**config.mk**
```make
export PLATFORM = sky130hd
export DESIGN_NAME = ethernet_frame_parser_fcs_check_core
export DESIGN_NICKNAME = d
export VERILOG_FILES = /design/src/sv/efp_pkg.sv /design/src/sv/ethernet_frame_parser_fcs_check_core.sv /design/src/sv/efp_out_skid.sv
export SDC_FILE = /design/constraint.sdc
export NUM_CORES = 1
export LEC_CHECK = 0
export ABC_AREA = 1
export BUFFER_PORTS_ARGS = -buffer_cell sky130_fd_sc_hd__buf_2
export CAP_MARGIN = 20
export CORE_ASPECT_RATIO = 2
export CORE_UTILIZATION = 56
export DETAILED_ROUTE_END_ITERATION = 10
export PLACE_DENSITY_LB_ADDON = 0.1
export SYNTH_ARGS = -nofsm -noshare
export SYNTH_HDL_FRONTEND = slang
export SYNTH_SLANG_ARGS = --single-unit
```
**constraint.sdc**
```tcl
create_clock -name clk -period 3 [get_ports clk]
set_clock_uncertainty 0.2 [all_clocks]
set_input_delay 0.15 -clock clk [delete_from_list [all_inputs] [get_ports clk]]
set_output_delay 0.15 -clock clk [all_outputs]
set_load 0.1 [all_outputs]
```
**src/sv/efp_pkg.sv**
```systemverilog
`default_nettype none

package efp_pkg;

	localparam int MaxPayloadDefault = 1500;

	localparam logic [31:0] CrcPoly = 32'hEDB8_8320;
	localparam logic [31:0] CrcInit = 32'hFFFF_FFFF;

	// One labeled word as it leaves the block.
	typedef struct packed {
		logic [7:0]  byte_out;
		logic [2:0]  field_kind;
		logic [10:0] field_index;
		logic        frame_end;
		logic [2:0]  status;
	} result_t;

	// Reflected CRC-32 update by one byte, LSB first.
	function automatic logic [31:0] crc_byte(input logic [31:0] c, input logic [7:0] b);
		logic [31:0] r;
		r = c ^ {24'd0, b};
		for (int k = 0; k < 8; k++) begin
			r = r[0] ? ((r >> 1) ^ CrcPoly) : (r >> 1);
		end
		return r;
	endfunction

endpackage

`default_nettype wire

```
**src/sv/ethernet_frame_parser_fcs_check_core.sv**
```systemverilog
// Ethernet receive deframer with FCS check. Frame bytes enter starting at the first preamble
// byte (frame_start high), and every accepted byte yields exactly one registered labeled word:
// the byte, its field kind, its index within the field, and on the closing byte the frame status.
// A new byte can be taken in every cycle in which in_stall is low; the CRC-32 byte update is done
// in the same cycle as the byte is taken. A two-word output buffer decouples the sides, so
// in_stall rises only when two finished words wait behind a stalled output.
// The payload length comes from given_length when length_known is set at frame start, else
// from a type/length field of at most 1500; the FCS is compared least significant byte first.
`default_nettype none

module ethernet_frame_parser_fcs_check_core #(
	parameter int MAX_PAYLOAD = efp_pkg::MaxPayloadDefault
) (
	input  wire logic        clk,
	input  wire logic        arst_n,
	input  wire logic        in_valid,
	output logic             in_stall,
	input  wire logic [7:0]  rx_byte,
	input  wire logic        frame_start,
	input  wire logic        length_known,
	input  wire logic [10:0] given_length,
	output logic             out_valid,
	input  wire logic        out_stall,
	output logic [7:0]       byte_out,
	output logic [2:0]       field_kind,
	output logic [10:0]      field_index,
	output logic             frame_end,
	output logic [2:0]       status
);

	typedef enum logic [2:0] {
		PhPre  = 3'd0,
		PhDst  = 3'd1,
		PhSrc  = 3'd2,
		PhTyp  = 3'd3,
		PhPay  = 3'd4,
		PhFcs  = 3'd5,
		PhIdle = 3'd6
	} phase_t;

	localparam logic [2:0]  StProgress = 3'd0;
	localparam logic [2:0]  StGood     = 3'd1;
	localparam logic [2:0]  StBad      = 3'd2;
	localparam logic [2:0]  StNoLength = 3'd3;
	localparam logic [2:0]  StTooLarge = 3'd4;

	localparam logic [10:0] PreLen    = 11'd8;
	localparam logic [10:0] MacLen    = 11'd6;
	localparam logic [10:0] TypLen    = 11'd2;
	localparam logic [10:0] FcsLen    = 11'd4;
	localparam logic [15:0] TypeLimit = 16'd1500;
	localparam logic [10:0] MaxPay    = 11'(MAX_PAYLOAD);

	phase_t      phase_q;
	logic [10:0] cnt_q;
	logic [31:0] crc_q;
	logic [15:0] tl_q;
	logic [10:0] pl_q;
	logic        lm_q;
	logic        fm_q;

	phase_t      ph, ph_d;
	logic [10:0] cnt, cnt_d, cnt_inc;
	logic [31:0] crc, crc_d, crc_x;
	logic [15:0] tl, tl_d;
	logic [10:0] pl, pl_d;
	logic        lm;
	logic        fm, fm_d;
	logic [7:0]  want;
	logic        in_acc;

	efp_pkg::result_t res;
	efp_pkg::result_t out_data;

	assign in_acc = in_valid && !in_stall;

	always_comb begin
		// A frame start overrides whatever frame was open.
		ph  = frame_start ? PhPre : phase_q;
		cnt = frame_start ? 11'd0 : cnt_q;
		crc = frame_start ? efp_pkg::CrcInit : crc_q;
		tl  = frame_start ? 16'd0 : tl_q;
		fm  = frame_start ? 1'b1 : fm_q;
		lm  = frame_start ? length_known : lm_q;
		pl  = frame_start ? given_length : pl_q;

		ph_d    = ph;
		cnt_d   = cnt;
		crc_d   = crc;
		tl_d    = tl;
		fm_d    = fm;
		pl_d    = pl;
		cnt_inc = cnt + 11'd1;
		crc_x   = crc ^ efp_pkg::CrcInit;

		unique case (cnt[1:0])
			2'd0: want = crc_x[7:0];
			2'd1: want = crc_x[15:8];
			2'd2: want = crc_x[23:16];
			2'd3: want = crc_x[31:24];
		endcase

		res.byte_out    = rx_byte;
		res.field_kind  = ph;
		res.field_index = cnt;
		res.frame_end   = 1'b0;
		res.status      = StProgress;

		unique case (ph)
			PhPre: begin
				cnt_d = cnt_inc;
				if (cnt_inc >= PreLen) begin
					ph_d  = PhDst;
					cnt_d = 11'd0;
				end
			end
			PhDst, PhSrc: begin
				crc_d = efp_pkg::crc_byte(crc, rx_byte);
				cnt_d = cnt_inc;
				if (cnt_inc >= MacLen) begin
					ph_d  = (ph == PhDst) ? PhSrc : PhTyp;
					cnt_d = 11'd0;
				end
			end
			PhTyp: begin
				crc_d = efp_pkg::crc_byte(crc, rx_byte);
				tl_d  = {tl[7:0], rx_byte};
				cnt_d = cnt_inc;
				if (cnt_inc >= TypLen) begin
					cnt_d = 11'd0;
					if (lm) begin
						if (pl > MaxPay) begin
							res.frame_end = 1'b1;
							res.status    = StTooLarge;
							ph_d          = PhIdle;
						end
					end else if (tl_d <= TypeLimit) begin
						pl_d = tl_d[10:0];
					end else begin
						res.frame_end = 1'b1;
						res.status    = StNoLength;
						ph_d          = PhIdle;
					end
					if (!res.frame_end) begin
						ph_d = (pl_d == 11'd0) ? PhFcs : PhPay;
					end
				end
			end
			PhPay: begin
				crc_d = efp_pkg::crc_byte(crc, rx_byte);
				cnt_d = cnt_inc;
				if (cnt_inc >= pl) begin
					ph_d  = PhFcs;
					cnt_d = 11'd0;
				end
			end
			PhFcs: begin
				if (want != rx_byte) begin
					fm_d = 1'b0;
				end
				cnt_d = cnt_inc;
				if (cnt_inc >= FcsLen) begin
					res.frame_end = 1'b1;
					res.status    = fm_d ? StGood : StBad;
					ph_d          = PhIdle;
					cnt_d         = 11'd0;
				end
			end
			default: begin
				res.field_kind  = PhIdle;
				res.field_index = 11'd0;
				ph_d            = PhIdle;
				cnt_d           = 11'd0;
			end
		endcase
	end

	always_ff @(posedge clk or negedge arst_n) begin
		if (!arst_n) begin
			phase_q <= PhIdle;
			cnt_q   <= 11'd0;
			crc_q   <= efp_pkg::CrcInit;
			tl_q    <= 16'd0;
			pl_q    <= 11'd0;
			lm_q    <= 1'b0;
			fm_q    <= 1'b1;
		end else if (in_acc) begin
			phase_q <= ph_d;
			cnt_q   <= cnt_d;
			crc_q   <= crc_d;
			tl_q    <= tl_d;
			pl_q    <= pl_d;
			lm_q    <= lm;
			fm_q    <= fm_d;
		end
	end

	efp_out_skid u_out (
		.clk       (clk),
		.arst_n    (arst_n),
		.in_valid  (in_valid),
		.in_data   (res),
		.in_stall  (in_stall),
		.out_valid (out_valid),
		.out_data  (out_data),
		.out_stall (out_stall)
	);

	assign byte_out    = out_data.byte_out;
	assign field_kind  = out_data.field_kind;
	assign field_index = out_data.field_index;
	assign frame_end   = out_data.frame_end;
	assign status      = out_data.status;

	// A status is reported exactly on the word that closes a frame.
	a_status_on_end: assert property (@(posedge clk) disable iff (!arst_n)
		out_valid |-> (frame_end == (status != StProgress)))
		else $error("status and frame end disagree");

	// Ignored bytes always carry index zero.
	a_idle_index: assert property (@(posedge clk) disable iff (!arst_n)
		(out_valid && field_kind == PhIdle) |-> (field_index == 11'd0))
		else $error("ignored byte with nonzero index");

	// Every way into the ignored phase clears the byte counter.
	a_idle_count: assert property (@(posedge clk) disable iff (!arst_n)
		(phase_q == PhIdle) |-> (cnt_q == 11'd0))
		else $error("byte counter nonzero while idle");

endmodule

`default_nettype wire

```
**src/sv/efp_out_skid.sv**
```systemverilog
`default_nettype none

module efp_out_skid (
	input  wire logic             clk,
	input  wire logic             arst_n,
	input  wire logic             in_valid,
	input  wire efp_pkg::result_t in_data,
	output logic                  in_stall,
	output logic                  out_valid,
	output efp_pkg::result_t      out_data,
	input  wire logic             out_stall
);

	logic             out_valid_q;
	logic             skid_valid_q;
	efp_pkg::result_t out_data_q;
	efp_pkg::result_t skid_data_q;
	logic             advance;
	logic             in_acc;

	// The output register may load whenever it is empty or being drained.
	assign advance  = !out_valid_q || !out_stall;
	assign in_stall = skid_valid_q;
	assign in_acc   = in_valid && !skid_valid_q;

	always_ff @(posedge clk or negedge arst_n) begin
		if (!arst_n) begin
			out_valid_q  <= 1'b0;
			skid_valid_q <= 1'b0;
		end else if (advance) begin
			if (skid_valid_q) begin
				out_valid_q  <= 1'b1;
				skid_valid_q <= 1'b0;
			end else begin
				out_valid_q <= in_acc;
			end
		end else if (in_acc) begin
			skid_valid_q <= 1'b1;
		end
	end

	always_ff @(posedge clk) begin
		if (advance) begin
			out_data_q <= skid_valid_q ? skid_data_q : in_data;
		end else if (in_acc) begin
			skid_data_q <= in_data;
		end
	end

	assign out_valid = out_valid_q;
	assign out_data  = out_data_q;

	// The skid word is always older than nothing: the output register is full too.
	a_skid_implies_out: assert property (@(posedge clk) disable iff (!arst_n)
		skid_valid_q |-> out_valid_q)
		else $error("skid word held while output register empty");

endmodule

`default_nettype wire
```
==> impl_metrics.py, run 1 <==
metrics = {
    "run_status": {
        "status": "completed",
    },
    "sta": {
        "min_period_ns": 2.77,
        "hold_viol_final": 0,
        "timing.final.crit_share_pct": 92.3,
        "slew_headroom_pct": 45.7,
        "tightestPinTransition_ns": 0.812,
        "fmax_ghz": 0.361,
        "slew_viol_final": 0,
        "setup_viol": 0,
        "rsz0062_at_grt": "false",
    },
    "route": {
        "drtIter0Drc": 400,
        "drt-total-wl_mm": 23.4,
        "vias": 7288,
        "wl_per_cell_um": 17.7,
        "ant_nets": 0,
        "via_per_inst": 5.53,
        "drc_errors": 0,
        "first_pass_iters": 5,
    },
    "synth": {
        "yosys.area.top_type": "edfxtp_1",
        "synth.most_common_cell": "nand2_1",
        "synth_area_mm2": 0.00787,
        "synthTopCellsByArea": "edfxtp_1, nand2_1, dfstp_2, dfrtp_1, o21ai_0",
        "postSynthAreaPerCell_um2": 7.70,
        "ys_seq_elements": 121,
        "synth.distinct_cells": 46,
        "dominantRegCellSynth": "edfxtp_1",
        "seq_area_frac_synth_pct": 42.3,
        "syn_inst": 1023,
        "ys_warn_count": 0,
        "synth_top_area_share_pct": 19.8,
        "synth-edff-count": 52,
        "synth.net_count": 1063,
        "yosys-top-cells-count": "nand2_1, inv_1, nor2_1, o21ai_0, nand3_1",
        "async_flop_share_pct": 57.0,
    },
    "job": {
        "cap_violations": 0,
    },
    "floorplanning": {
        "fp.coreArea_mm2": 0.0138,
        "ioPinCount": 53,
        "die_w_um": 85.8,
        "die_h_um": 170,
        "fp-row-count": 61,
        "start_util_pct": 57.0,
        "die_area_mm2": 0.0146,
    },
    "power": {
        "power_mw": 5.66,
        "vdd.ir_drop.worst_mv": 0.418,
        "leakagePower_nw": 4.29,
        "power.density_mw_per_mm2": 601,
    },
    "place": {
        "placed_area_mm2": 0.00861,
        "numPortBuffers": 52,
        "hpwl_mm": 17.1,
        "gp_congestion": 0.963,
    },
    "finish": {
        "nFillCells": 1213,
        "fin_area_mm2": 0.00942,
        "nets": 1157,
        "area_delta_synth_final_pct": 19.6,
        "seqCellArea_mm2": 0.00333,
        "num_antenna_cells": 0,
        "drive_gt1_share_pct": 21.0,
        "postLayoutCoreUtil_pct": 68.2,
        "multi_input_area_mm2": 0.00402,
    },
    "cts": {
        "cts_tree": "done",
        "htree_levels": 4,
        "cts.root.buffer_cell": "clkbuf_16",
        "clkTransAtPathRegs_ns": 0.06,
        "numCtsBuffers": 17,
        "cts_sinks": 121,
        "clock_path_buffers": 2,
        "worstSkewPairLatency_ns": 0.43,
    },
    "grt": {
        "grt_max_degree": 64,
        "antenna_found_initial": 0,
        "grt_overflow_total": 0,
        "grt_usage_pct": 33.8,
        "grt_pass1_vias": 7103,
        "grt_pass1_wl_mm": 36.5,
    },
    "hold_path": {
        "hold_path.class": "input pin to register",
    },
    "worst_setup_path": {
        "worst-setup-path-type": "register to register",
        "critPathRequiredTime_ns": 3.11,
        "cp_max_fo": 3,
        "end_kind": "register",
        "critPathLaunchType": "register",
        "arrival_ns": 2.88,
        "reg2reg_slack_ns": 0.23,
    },
}
[cell usage in the layout, fill, tap and decap left out, types with 3 or more instances in the layout]
| cell type | count |
|---|---|
| inv_2 | 18 |
| a22oi_1 | 3 |
| dfstp_2 | 35 |
| clkinv_1 | 3 |
| ha_1 | 9 |
| nand2_1 | 257 |
| nand3_1 | 60 |
| nor2_1 | 87 |
| nor2_4 | 4 |
| o211ai_1 | 6 |
| o21ai_1 | 36 |
| or2_1 | 4 |
| xor2_1 | 32 |
| a31oi_1 | 3 |
| nor3_1 | 3 |
| or2_2 | 4 |
| xnor2_1 | 13 |
| o21ai_0 | 82 |
| nand4_1 | 18 |
| xor2_2 | 4 |
| bufinv_16 | 3 |
| xor2_4 | 3 |
| clkbuf_1 | 6 |
| clkbuf_16 | 17 |
| a22o_1 | 5 |
| o22ai_1 | 7 |
| inv_1 | 95 |
| dlygate4sd3_1 | 10 |
| nor2_2 | 12 |
| buf_4 | 54 |
| nand2_2 | 5 |
| ha_4 | 5 |
| edfxtp_1 | 52 |
| dfrtp_1 | 33 |
| a21oi_1 | 59 |
| buf_2 | 52 |
[final timing paths]
path,start,end,depth (start not counted)
setup reg to reg,cnt_q[1],cnt_q[0],18
hold / removal,given_length[3],pl_q[3],5
max in group asynchronous,arst_n,crc_q[6],3
min in group asynchronous,arst_n,tl_q[7],2
setup / recovery,cnt_q[1],cnt_q[0],18
hold reg to reg,crc_q[19],crc_q[19],2
[cell families after synthesis]
kind of cell	synth area share (%)
flops	42.3
compound gates	14.1
xor+xnor	7.90
fa+ha+maj	2.38
buf+inv	8.26
mux	0.127
simple gates	24.9
[per-stage QoR]
step           setup TNS, ns  hold slack, ns  worst slack, ns  cells
6_report                   0          0.0868            0.231   1319
2_1_floorplan              0          -0.346           0.0515   1023
3_3_place_gp        -0.00332          0.0327         -0.00332   1276
4_1_cts                    0          0.0781            0.107   1318
5_1_grt                    0           0.117          0.00286   1319
3_5_place_dp               0          0.0354          0.00648   1276
[layer usage]
metal / vias up / part of all wire (%) / global-route usage [%]
li1: 3541 / - / -
met1: 3426 / 36 / 35.0
met2: 224 / 54 / 61.0
met3: 97 / 3.6 / 5.25
met4: 0 / 6.9 / 23.6
met5: - / 0 / 0
[worst max-delay path: stages, from the launching register on]
cell      delay [ns]
dfrtp_1         0.35
inv_1           0.06
nor2_2          0.13
ha_2            0.23
nand3_4         0.11
xor2_2          0.21
inv_2           0.08
ha_4            0.27
nand4_1         0.13
nor2_1          0.12
nand4_1         0.09
nand3_2         0.10
inv_1           0.05
nand2_1         0.05
nand2_1         0.06
inv_2           0.06
nand4_1         0.15
nand3b_1        0.14
nand2_1         0.06
[area by class of cell]
class	count	share of cell area, %
clock buffer	24	4.90
clock inverter	8	1.28
inverter	115	4.58
multi-input combinational	743	42.7
sequential	121	35.4
tap	189	2.51
timing repair buffer	119	8.68
[what timing repair did]
action,CTS,global route
buffers inserted,0,1
gates resized for setup,0,29
hold buffers,10,0
endpoints found under the setup margin,0,7
hold endpoints to repair,45,0
[flip-flops by register name, indices dropped and copies added, names as in the netlist]
name and flops:
fm_q 1, u_out.out_data 26, u_out.skid_data_q 26, u_out.in_stall 1, crc_q 32, tl_q 8, cnt_q 11, lm_q 1
pl_q 11, u_out.out_valid 1, phase_q 3
[power breakdown]
| group | internal [mW] | switching, mW |
|---|---|---|
| Combinational | 0.495 | 1.12 |
| Sequential | 1.93 | 0.0590 |
| Clock | 1.32 | 0.730 |
No activity file was read; power rests on OpenSTA's default activity.
==> inputs of run 2 (changes only) <==
==> constraint.sdc (replaced) <==
create_clock -name clk -period 3 [get_ports clk]
set_clock_uncertainty 0.2 [all_clocks]
set_input_delay 0.6 -clock clk [delete_from_list [all_inputs] [get_ports clk]]
set_output_delay 0.6 -clock clk [all_outputs]
set_load 0.1 [all_outputs]
==> impl_metrics.py, run 2 (same netlist as run 1, synthesis figures left out) <==
metrics = {
    "route": {
        "via_per_inst": 5.35,
        "drt-total-wl_mm": 24.3,
        "wl_per_cell_um": 17.1,
        "vias": 7604,
        "first_pass_iters": 5,
        "drtIter0Drc": 512,
        "ant_nets": 0,
        "drc_errors": 0,
    },
    "cts": {
        "worstSkewPairLatency_ns": 0.42,
        "numCtsBuffers": 17,
        "cts_sinks": 121,
        "cts.root.buffer_cell": "clkbuf_16",
        "clkTransAtPathRegs_ns": 0.06,
        "clock_path_buffers": 2,
        "htree_levels": 4,
        "cts_tree": "done",
    },
    "worst_setup_path": {
        "cp_max_fo": 17,
        "critPathMostFrequentCell": "nand2_1",
        "critPathRequiredTime_ns": 3.10,
        "arrival_ns": 2.94,
        "cp_slowest_cell": "o21ai_0",
        "max_stage_delay_ns": 0.69,
        "crit_buf_inv": 2,
        "end_kind": "register",
        "critPathLaunchType": "input pin",
        "crit_chain": "clkbuf_4 > buf_4 > o21ai_0 > ha_4 > nand2_1 > o21ai_0 > a21oi_1 > nand3_2 > o21ai_1 > nand4_1 > nor2_1 > nand2_1 > nand2_1 > nand2_1",
        "critical-path-top-delay-family": "compound AO/OA/AOI/OAI gates",
        "worst-setup-path-type": "input pin to register",
    },
    "finish": {
        "drive_gt1_share_pct": 28.9,
        "num_antenna_cells": 0,
        "nFillCells": 1110,
        "final_common_cell": "nand2_1",
        "regMostFlops": "crc_q",
        "fin_area_mm2": 0.0102,
        "largest_reg_flops": 32,
        "nets": 1260,
        "area_delta_synth_final_pct": 29.4,
        "layout_common_cells": "nand2_1, buf_4, inv_1",
        "instances_no_fill": 1422,
    },
    "floorplanning": {
        "fp.coreArea_mm2": 0.0138,
        "ioPinCount": 53,
        "die_area_mm2": 0.0146,
        "start_util_pct": 57.0,
        "die_w_um": 85.8,
        "die_h_um": 170,
        "fp-row-count": 61,
    },
    "power": {
        "power_mw": 5.72,
        "leakagePower_nw": 4.80,
        "power.density_mw_per_mm2": 561,
        "vdd.ir_drop.worst_mv": 0.464,
    },
    "sta": {
        "hold_viol_final": 5,
        "setup_viol": 0,
        "timing.final.crit_share_pct": 94.4,
        "slew_viol_final": 0,
        "min_period_ns": 2.83,
        "slew_headroom_pct": 44.4,
        "fmax_ghz": 0.353,
        "whs_ns": -0.0145,
        "tightestPinTransition_ns": 0.825,
        "rsz0062_at_grt": "false",
    },
    "grt": {
        "grt_usage_pct": 35.5,
        "grt_overflow_total": 0,
        "grt_pass1_vias": 7624,
        "antenna_found_initial": 0,
        "grt_pass1_wl_mm": 38.3,
        "grt_max_degree": 71,
    },
    "place": {
        "hpwl_mm": 18.1,
        "placed_cells": 1389,
        "numPortBuffers": 52,
        "placed_area_mm2": 0.00955,
        "gp_congestion": 1.00,
    },
    "run_status": {
        "violations": "negative hold slack",
        "status": "finished, violations left",
    },
    "hold_path": {
        "hold_path.class": "input pin to async pin",
    },
    "job": {
        "cap_violations": 0,
    },
}
## run 2: cell count changes in the layout (fill, tap and decap cells not counted), moves of 3 or more
| cell | previous run | this run |
|---|---|---|
| nor2_1 | 87 | 83 |
| buf_4 | 54 | 164 |
| clkinv_2 | 2 | 6 |
| dlygate4sd3_1 | 10 | 0 |
| buf_12 | 2 | 5 |
## run 2: layout make-up
class	count	area, µm²	share of cell area [%]
Multi-Input combinational cell	743	4050	39.7
Sequential cell	121	3330	32.7
Timing Repair Buffer	222	1610	15.8
Clock buffer	22	454	4.46
Inverter	115	432	4.24
Tap cell	189	236	2.32
Clock inverter	10	80.1	0.786
## run 2: routing by layer
metal / vias to the layer above / global-route usage, % / part of all wire (%)
met3: 121 / 6.23 / 3.5
met4: 0 / 28.3 / 8.6
met5: - / 0 / 0
li1: 3751 / - / -
met2: 236 / 63.4 / 53
met1: 3496 / 35.2 / 35
## run 2: worst paths after layout
| path | start | endpoint | slack, ns | depth (start not counted) |
|---|---|---|---|---|
| setup / recovery | frame_start | phase_q[0] | 0.17 | 14 |
| hold / removal | arst_n | cnt_q[5] | -0.01 | 2 |
| setup reg to reg | cnt_q[1] | phase_q[0] | 0.25 | 20 |
| hold reg to reg | crc_q[22] | crc_q[22] | 0.27 | 2 |
| max in group asynchronous | arst_n | crc_q[29] | 2.22 | 2 |
| min in group clk | rx_byte[0] | u_out.skid_data_q[18] | 0.20 | 1 |
## run 2: timing repair
| action | CTS | global route |
|---|---|---|
| hold buffers | 0 | 0 |
| setup buffers | 0 | 1 |
| setup endpoints to repair | 0 | 12 |
| resized for setup | 0 | 23 |
## run 2: through the flow
step	setup TNS (ns)	util, %	setup WS [ns]
after global routing	0	73.8	0.00398
after floorplan	-0.767	-	-0.161
final	0	73.8	0.167
after CTS	0	73.0	0.0941
after detailed placement	-3.22	69.2	-0.344
after global placement	-2.54	69.2	-0.294
## run 2: worst register-to-register path, stage by stage (launching register included)
cell	delay (ns)
dfrtp_1	0.38
inv_2	0.07
nor2_4	0.14
ha_4	0.19
nand3_4	0.09
clkinv_1	0.08
nand2_1	0.06
nand2_1	0.07
nand2_1	0.08
inv_1	0.11
ha_4	0.21
a21oi_1	0.11
o21ai_0	0.08
a21oi_1	0.15
nand3_2	0.11
o21ai_1	0.12
nand4_1	0.11
nor2_1	0.10
nand2_1	0.06
nand2_1	0.06
nand2_1	0.07
## run 2: where the power goes
group,total (mW),switching [mW],internal [mW]
Clock,1.88,0.736,1.15
Sequential,2.00,0.0663,1.93
Combinational,1.83,1.16,0.673
